===== src/tpq_pkg.sv =====
// Package for the two-priority packet transmit queue.
// Command, result and state codes plus default sizing constants.
// No dependencies.
package tpq_pkg;

	localparam int HIGH_SLOTS_DEF  = 4;
	localparam int LOW_SLOTS_DEF   = 4;
	localparam int MAX_PAYLOAD_DEF = 32;

	typedef enum logic [1:0] {
		CMD_PUSH_HIGH = 2'd0,
		CMD_PUSH_LOW  = 2'd1,
		CMD_SEND      = 2'd2,
		CMD_DONE      = 2'd3
	} cmd_t;

	typedef enum logic [1:0] {
		KIND_ACCEPT = 2'd0,
		KIND_REJECT = 2'd1,
		KIND_TX     = 2'd2,
		KIND_RX     = 2'd3
	} kind_t;

	typedef enum logic {
		ST_IDLE   = 1'b0,
		ST_STREAM = 1'b1
	} state_t;

endpackage


===== src/two_priority_packet_tx_queue.sv =====
// Push result is registered and shown in the cycle after the transfer; a send's first byte
// passes the sequencer state, memory read and output registers. Throughput: one push byte
// per cycle while the output is not stalled; a send holds the input until its packet is read out.
// Reset (arst_n low): queues empty, fill counts zero, radio idle, output empty.
// Byte memories and length entries are undefined until written.
// Depends on tpq_pkg.
module two_priority_packet_tx_queue #(
	parameter int HIGH_QUEUE_SLOTS = tpq_pkg::HIGH_SLOTS_DEF,
	parameter int LOW_QUEUE_SLOTS  = tpq_pkg::LOW_SLOTS_DEF,
	parameter int MAX_PAYLOAD      = tpq_pkg::MAX_PAYLOAD_DEF
) (
	input  logic       clk,
	input  logic       arst_n,
	input  logic       item_valid,
	output logic       item_stall,
	input  logic [1:0] cmd,
	input  logic [7:0] data_byte,
	input  logic       byte_last,
	output logic       result_valid,
	input  logic       result_stall,
	output logic [1:0] kind,
	output logic [7:0] tx_byte,
	output logic       tx_last
);

	localparam int HIDX_W  = $clog2(HIGH_QUEUE_SLOTS);
	localparam int LIDX_W  = $clog2(LOW_QUEUE_SLOTS);
	localparam int LEN_W   = $clog2(MAX_PAYLOAD + 1);
	localparam int HDEPTH  = HIGH_QUEUE_SLOTS * MAX_PAYLOAD;
	localparam int LDEPTH  = LOW_QUEUE_SLOTS * MAX_PAYLOAD;
	localparam int HADDR_W = (HDEPTH > 1) ? $clog2(HDEPTH) : 1;
	localparam int LADDR_W = (LDEPTH > 1) ? $clog2(LDEPTH) : 1;
	localparam logic [LEN_W-1:0]  MAXP    = LEN_W'(MAX_PAYLOAD);
	localparam logic [HIDX_W-1:0] HI_LAST = HIDX_W'(HIGH_QUEUE_SLOTS - 1);
	localparam logic [LIDX_W-1:0] LO_LAST = LIDX_W'(LOW_QUEUE_SLOTS - 1);

	logic [7:0] hi_mem [HDEPTH];
	logic [7:0] lo_mem [LDEPTH];
	logic [LEN_W-1:0] hi_len_q [HIGH_QUEUE_SLOTS];
	logic [LEN_W-1:0] lo_len_q [LOW_QUEUE_SLOTS];

	logic [HIDX_W-1:0] hi_head_q, hi_tail_q, hi_tail_nxt;
	logic [LIDX_W-1:0] lo_head_q, lo_tail_q, lo_tail_nxt;
	logic [LEN_W-1:0]  hi_fill_q, lo_fill_q;
	logic              busy_q;

	tpq_pkg::state_t state_q, state_nxt;
	logic [LEN_W-1:0] pos_q, len_q;
	logic             sel_low_q;

	logic             rd_vld_s1, last_s1, sel_low_s1;
	logic [7:0]       hi_rdata_s1, lo_rdata_s1;

	logic             out_valid_q, tx_last_q;
	tpq_pkg::kind_t   kind_q, res_kind;
	logic [7:0]       tx_byte_q;

	logic acc, out_free, s1_free, rd_issue, rd_final;
	logic push_hi, push_lo, send, busy_eff, hi_nonempty, lo_nonempty;
	logic hi_reject, lo_reject, hi_we, lo_we;
	logic start_hi, start_lo, res_now;
	logic [HADDR_W-1:0] hi_waddr, hi_raddr;
	logic [LADDR_W-1:0] lo_waddr, lo_raddr;

	// decode
	always_comb begin
		out_free    = !out_valid_q || !result_stall;
		s1_free     = !rd_vld_s1 || out_free;
		acc         = item_valid && !item_stall;
		push_hi     = cmd == tpq_pkg::CMD_PUSH_HIGH;
		push_lo     = cmd == tpq_pkg::CMD_PUSH_LOW;
		send        = (cmd == tpq_pkg::CMD_SEND) || (cmd == tpq_pkg::CMD_DONE);
		busy_eff    = (cmd == tpq_pkg::CMD_SEND) && busy_q;
		hi_nonempty = hi_head_q != hi_tail_q;
		lo_nonempty = lo_head_q != lo_tail_q;
		hi_tail_nxt = (hi_tail_q == HI_LAST) ? '0 : hi_tail_q + 1'b1;
		lo_tail_nxt = (lo_tail_q == LO_LAST) ? '0 : lo_tail_q + 1'b1;
		hi_reject   = (hi_fill_q == MAXP) || (hi_tail_nxt == hi_head_q);
		lo_reject   = (lo_fill_q == MAXP) || (lo_tail_nxt == lo_head_q);
		hi_we       = acc && push_hi && (byte_last ? !hi_reject : (hi_fill_q != MAXP));
		lo_we       = acc && push_lo && (byte_last ? !lo_reject : (lo_fill_q != MAXP));
		start_hi    = acc && send && !busy_eff && hi_nonempty;
		start_lo    = acc && send && !busy_eff && !hi_nonempty && lo_nonempty;
		hi_waddr    = HADDR_W'(hi_tail_q * MAX_PAYLOAD) + HADDR_W'(hi_fill_q);
		lo_waddr    = LADDR_W'(lo_tail_q * MAX_PAYLOAD) + LADDR_W'(lo_fill_q);
		hi_raddr    = HADDR_W'(hi_head_q * MAX_PAYLOAD) + HADDR_W'(pos_q);
		lo_raddr    = LADDR_W'(lo_head_q * MAX_PAYLOAD) + LADDR_W'(pos_q);
		rd_final    = pos_q == (len_q - 1'b1);
		res_now     = 1'b0;
		res_kind    = tpq_pkg::KIND_ACCEPT;
		if (acc) begin
			if ((push_hi || push_lo) && byte_last) begin
				res_now  = 1'b1;
				res_kind = (push_hi ? hi_reject : lo_reject) ?
					tpq_pkg::KIND_REJECT : tpq_pkg::KIND_ACCEPT;
			end else if (send && !busy_eff && !hi_nonempty && !lo_nonempty) begin
				res_now  = 1'b1;
				res_kind = tpq_pkg::KIND_RX;
			end
		end
	end

	// next state
	always_comb begin
		state_nxt = state_q;
		unique case (state_q)
			tpq_pkg::ST_IDLE: begin
				if (start_hi || start_lo) state_nxt = tpq_pkg::ST_STREAM;
			end
			tpq_pkg::ST_STREAM: begin
				if (rd_issue && rd_final) state_nxt = tpq_pkg::ST_IDLE;
			end
			default: state_nxt = tpq_pkg::ST_IDLE;
		endcase
	end

	// outputs of the sequencer; input held while a packet is in flight or the output is stalled
	always_comb begin
		rd_issue   = 1'b0;
		item_stall = 1'b1;
		unique case (state_q)
			tpq_pkg::ST_IDLE: begin
				item_stall = rd_vld_s1 || (out_valid_q && result_stall);
			end
			tpq_pkg::ST_STREAM: begin
				rd_issue = s1_free;
			end
			default: begin
				item_stall = 1'b1;
			end
		endcase
	end

	always_ff @(posedge clk) begin
		if (hi_we) hi_mem[hi_waddr] <= data_byte;
		if (rd_issue && !sel_low_q) hi_rdata_s1 <= hi_mem[hi_raddr];
	end

	always_ff @(posedge clk) begin
		if (lo_we) lo_mem[lo_waddr] <= data_byte;
		if (rd_issue && sel_low_q) lo_rdata_s1 <= lo_mem[lo_raddr];
	end

	always_ff @(posedge clk) begin
		if (hi_we && byte_last) hi_len_q[hi_tail_q] <= hi_fill_q + 1'b1;
		if (lo_we && byte_last) lo_len_q[lo_tail_q] <= lo_fill_q + 1'b1;
		if (start_hi || start_lo) begin
			len_q     <= start_hi ? hi_len_q[hi_head_q] : lo_len_q[lo_head_q];
			sel_low_q <= start_lo;
		end
		if (rd_issue) begin
			last_s1    <= rd_final;
			sel_low_s1 <= sel_low_q;
		end
		if (rd_vld_s1 && out_free) begin
			kind_q    <= tpq_pkg::KIND_TX;
			tx_byte_q <= sel_low_s1 ? lo_rdata_s1 : hi_rdata_s1;
			tx_last_q <= last_s1;
		end else if (res_now) begin
			kind_q    <= res_kind;
			tx_byte_q <= '0;
			tx_last_q <= 1'b0;
		end
	end

	always_ff @(posedge clk or negedge arst_n) begin
		if (!arst_n) begin
			state_q     <= tpq_pkg::ST_IDLE;
			hi_head_q   <= '0;
			hi_tail_q   <= '0;
			lo_head_q   <= '0;
			lo_tail_q   <= '0;
			hi_fill_q   <= '0;
			lo_fill_q   <= '0;
			busy_q      <= 1'b0;
			pos_q       <= '0;
			rd_vld_s1   <= 1'b0;
			out_valid_q <= 1'b0;
		end else begin
			state_q <= state_nxt;
			if (acc && push_hi) begin
				if (byte_last) begin
					hi_fill_q <= '0;
					if (!hi_reject) hi_tail_q <= hi_tail_nxt;
				end else if (hi_fill_q != MAXP) begin
					hi_fill_q <= hi_fill_q + 1'b1;
				end
			end
			if (acc && push_lo) begin
				if (byte_last) begin
					lo_fill_q <= '0;
					if (!lo_reject) lo_tail_q <= lo_tail_nxt;
				end else if (lo_fill_q != MAXP) begin
					lo_fill_q <= lo_fill_q + 1'b1;
				end
			end
			if (start_hi || start_lo) begin
				busy_q <= 1'b1;
				pos_q  <= '0;
			end else if (acc && cmd == tpq_pkg::CMD_DONE) begin
				busy_q <= 1'b0;
			end
			if (rd_issue) begin
				pos_q <= pos_q + 1'b1;
				if (rd_final) begin
					if (sel_low_q) lo_head_q <= (lo_head_q == LO_LAST) ? '0 : lo_head_q + 1'b1;
					else           hi_head_q <= (hi_head_q == HI_LAST) ? '0 : hi_head_q + 1'b1;
				end
			end
			if (rd_issue)      rd_vld_s1 <= 1'b1;
			else if (out_free) rd_vld_s1 <= 1'b0;
			if (rd_vld_s1 && out_free) out_valid_q <= 1'b1;
			else if (res_now)          out_valid_q <= 1'b1;
			else if (out_free)         out_valid_q <= 1'b0;
		end
	end

	assign result_valid = out_valid_q;
	assign kind         = kind_q;
	assign tx_byte      = tx_byte_q;
	assign tx_last      = tx_last_q;

endmodule

===== config.mk =====
export PLATFORM = sky130hd
export DESIGN_NAME = two_priority_packet_tx_queue
export DESIGN_NICKNAME = d
export VERILOG_FILES = /design/src/tpq_pkg.sv /design/src/two_priority_packet_tx_queue.sv
export SDC_FILE = /design/constraint.sdc
export NUM_CORES = 2
export LEC_CHECK = 0
export BUFFER_PORTS_ARGS = -buffer_cell sky130_fd_sc_hd__clkbuf_2
export CORE_ASPECT_RATIO = 0.8
export CORE_MARGIN = 8
export CORE_UTILIZATION = 25
export CTS_BUF_LIST = sky130_fd_sc_hd__clkbuf_4 sky130_fd_sc_hd__clkbuf_8
export DETAILED_ROUTE_END_ITERATION = 10
export HOLD_SLACK_MARGIN = 0.1
export PLACE_DENSITY_LB_ADDON = 0.2
export SETUP_SLACK_MARGIN = 0.2
export SYNTH_ARGS = -nofsm -noshare
export SYNTH_HDL_FRONTEND = slang
export SYNTH_SLANG_ARGS = --single-unit
export TNS_END_PERCENT = 5

===== constraint.sdc =====
create_clock -name clk -period 3.1 [get_ports clk]
set_clock_uncertainty 0.2 [all_clocks]
set_input_delay 0.155 -clock clk [delete_from_list [all_inputs] [get_ports clk]]
set_output_delay 0.155 -clock clk [all_outputs]
set_load 0.005 [all_outputs]

Yosys cells after proc, flatten, opt, wreduce, memory -nomap -nowiden --
Memory sizes are Yosys's and may differ from the RTL's. A register that Yosys moved wholly into a read port is not among the register bits. Index checks and enable logic that the tools add are counted.
Cells by class: bitwise logic cells 4, eq/ne operators 16, reduce and logical (&&, ||, !) cells 55, multiplexer cells 45, $add $sub $neg 12
Operators by type and width (number):
- 6-bit 2-to-1 mux | 7
- 7-bit by 6-bit adder with 7-bit output | 4
- 1-bit 2-to-1 mux | 27
- 8-bit 2-to-1 mux | 3
- 1-bit logical AND | 23
- 6-bit by 1-bit adder with 6-bit output (second input constant) | 3
- 2-bit 2-to-1 mux | 7
- 2-bit equality test (second input constant) | 6
- 6-bit equality test (second input constant) | 2
- 6-bit != test (second input constant) | 2
- 3-bit AND reduction | 4
- 2-bit nonzero test | 6
- 1-bit logical NOT | 10
- 2-bit by 1-bit adder with 2-bit output (second input constant) | 4
- 1-bit logical OR | 8
- 6-bit equality test | 1
- 6-bit by 1-bit subtractor with 6-bit output (second input constant) | 1
- 2-bit equality test | 2
- 2-bit != test | 2
- 1-bit NOT | 4
- 2-bit AND reduction | 2
- 3-bit nonzero test | 1
- 2-bit by 1-bit equality test with 1-bit output (second input constant) | 1
- 2-bit logical NOT | 1
- 1-bit one-hot mux with 2 select lines | 1
Word-level totals: memory bits (writable) 2096, memories kept 4, output and inout bits 13, input port bits 15, flip-flop bits (word level) 50, logic and storage cells 154
Memories:
- hi_mem | depth 128, bits a word 8, rd ports 1, clocked after Yosys merged registers in 1, wr ports 1, line two_priority_packet_tx_queue.sv:37 | logic [7:0] hi_mem [HDEPTH];
- lo_mem | depth 128, bits a word 8, rd ports 1, clocked after Yosys merged registers in 1, wr ports 1, line two_priority_packet_tx_queue.sv:38 | logic [7:0] lo_mem [LDEPTH];
- hi_len_q | depth 4, bits a word 6, rd ports 1, clocked after Yosys merged registers in 0, wr ports 1, line two_priority_packet_tx_queue.sv:39 | logic [LEN_W-1:0] hi_len_q [HIGH_QUEUE_SLOTS];
- lo_len_q | depth 4, bits a word 6, rd ports 1, clocked after Yosys merged registers in 0, wr ports 1, line two_priority_packet_tx_queue.sv:40 | logic [LEN_W-1:0] lo_len_q [LOW_QUEUE_SLOTS];

Longest topological paths before layout --
word-level depth 12, gate-level depth with buffers 9, gate-level depth less buffers 7

Least setup slack after synthesis --
Ideal clock, no wire load.
path type register -> register, start point register hi_fill_q[1], end point memory hi_mem[60][0], enable pin, data arrival time 2.575 ns, stages on the path, launching flop included 10, path slack -0.046 ns, buffers on the path 2, path through dfrtp_1 -> clkbuf_1 -> inv_1 -> ha_1 -> and3b_1 -> a21o_1 -> a2111oi_2 -> nand3_1 -> clkbuf_1 -> nor2_1
On the way: longest elaborated chain between the ends 7, elaborated cells on any way between the ends 9, those cells by class add/sub: 1; eq/ne: 2; mux: 3; reduce/logical: 3
Ends and longest elaborated chain:
- from (decl) | line two_priority_packet_tx_queue.sv:44 | logic [LEN_W-1:0] hi_fill_q, lo_fill_q;
- from (signal assigned) | line two_priority_packet_tx_queue.sv:186 | hi_fill_q <= hi_fill_q + 1'b1;
- 6-bit equality test | line two_priority_packet_tx_queue.sv:78 | hi_reject = (hi_fill_q == MAXP) || (hi_tail_nxt == hi_head_q);
- 1-bit logical OR | line two_priority_packet_tx_queue.sv:78
- 1-bit logical NOT
- 1-bit 2-to-1 mux | line two_priority_packet_tx_queue.sv:80 | hi_we = acc && push_hi && (byte_last ? !hi_reject : (hi_fill_q != MAXP));
- 1-bit logical AND | line two_priority_packet_tx_queue.sv:80
- 1-bit 2-to-1 mux | line two_priority_packet_tx_queue.sv:135 | if (hi_we) hi_mem[hi_waddr] <= data_byte;
- 1-bit 2-to-1 mux (not written as such) | line two_priority_packet_tx_queue.sv:135
- to (decl) | line two_priority_packet_tx_queue.sv:37
Parallel ways exist; a longest one is shown, timed or not.

Worst setup path in the final report --
start point register pos_q[0], end point register hi_rdata_s1[1], read port of hi_mem, data pin
On the way: longest elaborated chain between the ends 1
Ends and longest elaborated chain:
- from (decl) | line two_priority_packet_tx_queue.sv:48 | logic [LEN_W-1:0] pos_q, len_q;
- from (signal assigned) | line two_priority_packet_tx_queue.sv:204 | pos_q <= pos_q + 1'b1;
- 7-bit by 6-bit adder with 7-bit output | line two_priority_packet_tx_queue.sv:86 | hi_raddr = HADDR_W'(hi_head_q * MAX_PAYLOAD) + HADDR_W'(pos_q);
- to (decl) | line two_priority_packet_tx_queue.sv:52 | logic [7:0] hi_rdata_s1, lo_rdata_s1;
Every way passes these cells. A chain may end at the register's enable or synchronous reset.

==> results.yml <==
placement:
  dpl_cell_area_mm2: 0.0938
  dpl_worst_slack_ps: -393
  placed_cells: 8398
  portBuffers: 27
  place.gp.congestion: 0.769
  dpl.hpwl_mm: 148
logic_synthesis:
  synth_xor_xnor_area_share_pct: 0.281
  synth.avg_cell_area_um2: 23.0
  ys_ff_latch: 2162
  synth-main-ff-cell: "edfxtp_1"
  syn_area_mm2: 0.0842
  synth.top_cell.area_share_pct: 76.0
  yosys_warnings: 0
  synth_top_family_by_area: "multiplexers"
  synth_cell_types: 53
  async_flop_share_pct: 1.39
  yosysSeqAreaShare_pct: 76.9
  synthMuxAreaShare_pct: 18.5
  synth-simple-area-share_pct: 2.16
  syn_nets: 3701
  synth-edff-count: 2130
  synthAdderAreaFrac_pct: 0.297
  yosys-top-cells-area: "edfxtp_1 76%, mux4_2 17%, nor2_1 1.3%"
  post-synth-top-area-cell: "edfxtp_1"
  syn_inst: 3666
  synth-compound-area-share_pct: 0.730
sta:
  setup_tns_ps: -657
  setup_viol: 11
  min_period_over_period_pct: 103
  max_freq_ghz: 0.313
  setup_ws_ps: -90.3
  tightestPinTransition_ps: 830
  rsz0062_at_grt: "true"
  hold_viol_final: 0
  period_minus_slack_ps: 3190
  slew_headroom_pct: 44.4
  slew_viol_final: 0
power:
  power_leakage_nw: 32.5
  cellPowerDensity_mw_per_mm2: 824
  peakVddDrop_mv: 0.441
clocking:
  htreeDepth: 5
  cts_sinks: 2162
  insertion_delay_ps: 1010
  cts.path.max_buffers: 4
  cts_buffers: 367
  cts.reportedPaths.clkPinSlew_ps: 60
  root_buffer: "clkbuf_8"
  cts_tree: "yes"
worst_setup_path:
  required_ps: 3580
  cp_slowest_stage_delay_ps: 550
  crit_family: "multiplexers"
  cp_num_buf_inv: 4
  startpoint_type: "flop"
  cp_slowest_cell: "mux4_2"
  crit_chain: "buf_12 -> buf_16 -> buf_4 -> buf_12 -> mux4_2 -> mux4_2 -> mux2_4 -> o22ai_2 -> a221oi_2"
  end_kind: "flop"
  worstPathArrival_ps: 3670
  crit_type: "reg -> reg"
  worstPathMaxFanout: 6
  regToRegSetupSlack_ps: -90
global_route:
  grt.total_usage_pct: 13.0
  grt_pass1_wl_mm: 337
  overflow: 0
  antenna_found_initial: 20
  grt_max_degree: 123
  grt_pass1_vias: 43200
cells_and_area:
  final_cell_mix: "2130 x edfxtp_1, 652 x mux4_2, 375 x clkbuf_8, 369 x buf_4, 133 x nor2_4"
  fin_util_pct: 31.1
  nets: 4494
  drive_gt1_share_pct: 44.1
  fin_area_mm2: 0.104
  final_common_cell: "edfxtp_1"
  area_growth_syn_to_layout_pct: 23.9
  finalNonFillerCells: 9162
hold_path:
  hold_class: "in -> reg"
run_status:
  violations: "setup timing"
  status: "finished, violations left"
drt:
  totalWireLength_mm: 239
  drtIter0Drc: 3534
  ant_nets: 0
  dr.pass1.iters: 5
  vias_per_cell: 4.48
  post-route-drc-count: 0
  post_drt_wl_per_cell_um: 26.0
  dr_total_vias: 41000
floorplanning:
  die_area_mm2: 0.356
  start_util_pct: 25.1
  die_height_um: 535
  num_rows: 190
  die_w_um: 665
  core-area_mm2: 0.335
  ioPinCount: 28
flow_run:
  max_cap_violations: 0
==> path summary, 6_finish.rpt <==
check / cells after the start / startpoint / to
max: 9 / pos_q[0] / hi_rdata_s1[1]
min: 3 / data_byte[5] / hi_mem[120][5]
max reg2reg: 9 / pos_q[0] / hi_rdata_s1[1]
min reg2reg: 0 / sel_low_q / sel_low_s1
max in group asynchronous: 5 / arst_n / pos_q[3]
min in group asynchronous: 5 / arst_n / hi_fill_q[1]
==> Yosys cell counts, drive strengths merged (3+ instances only) <==
master      n
edfxtp   2130
o21ai      15
xnor2      14
a221oi     16
o22ai      17
a21oi       3
nor4        3
and2       14
nand3      21
inv        15
clkbuf     78
nor2b       9
mux2i      41
xor2       13
buf       111
a2111oi     4
nand2      62
nor2      293
mux4      652
ha         20
mux2       44
dfrtp      30
a21o       10
nor3       11
a22o        4
nand2b      4
==> where the power goes <==
group	switching, mW	internal, mW
clock network	11.7	13.4
logic	14.1	13.8
registers	0.400	32.6
total	26.2	59.8
==> flip-flops by register name (all words and copies together), names as in the netlist, 8 cells and up <==
register,flops
hi_mem,1024
lo_mem,1024
hi_len_q,24
lo_len_q,24
hi_rdata_s1,8
lo_rdata_s1,8
tx_byte,8
==> cell families after synthesis <==
| group | Yosys count |
|---|---|
| AO/OA/AOI/OAI | 81 |
| XOR/XNOR | 27 |
| adder cells (fa/ha/maj) | 20 |
| buffers and inverters | 205 |
| flip-flops | 2162 |
| multiplexers | 737 |
| AND/OR/NAND/NOR | 434 |
==> worst register-to-register path, cell delays in order, from the launching register on <==
cell	delay, ps
dfrtp_4	500
buf_12	160
buf_16	160
buf_4	150
buf_12	130
mux4_2	500
mux4_2	560
mux2_4	370
o22ai_2	170
a221oi_2	50
==> metal layers <==
metal  part of all wire (%)  track usage, %
met1                     48            19.4
met2                     44            19.5
met3                    6.0            2.86
met4                    1.9            2.89
met5                      0               0
==> metrics by stage <==
stage	total power, mW	hold WS [ps]
global route	89.7	131
CTS	86.6	107
floorplan	47.9	-341
global placement	59.4	182
detailed placement	59.4	185
finish	86.0	171
==> layout make-up <==
type,instances,area (µm²)
Clock inverter,154,918
Tap cell,4416,5530
Clock buffer,501,6110
Timing Repair Buffer,613,6770
Fill cell,31900,231000
Sequential cell,2162,64800
Multi-Input combinational cell,1299,20200
Inverter,16,60.1
Antenna cell,1,2.50
==> repair_timing <==
action / 4_1_cts / 5_1_grt
hold endpoints to repair: 3196 / 0
hold buffers: 40 / 0
resized for setup: 304 / 198
cloned: 6 / 4
setup endpoints to repair: 1736 / 1869
pin swaps: 25 / 43
buffers inserted: 41 / 17
Note: power is estimated with default switching activity, not from simulation.
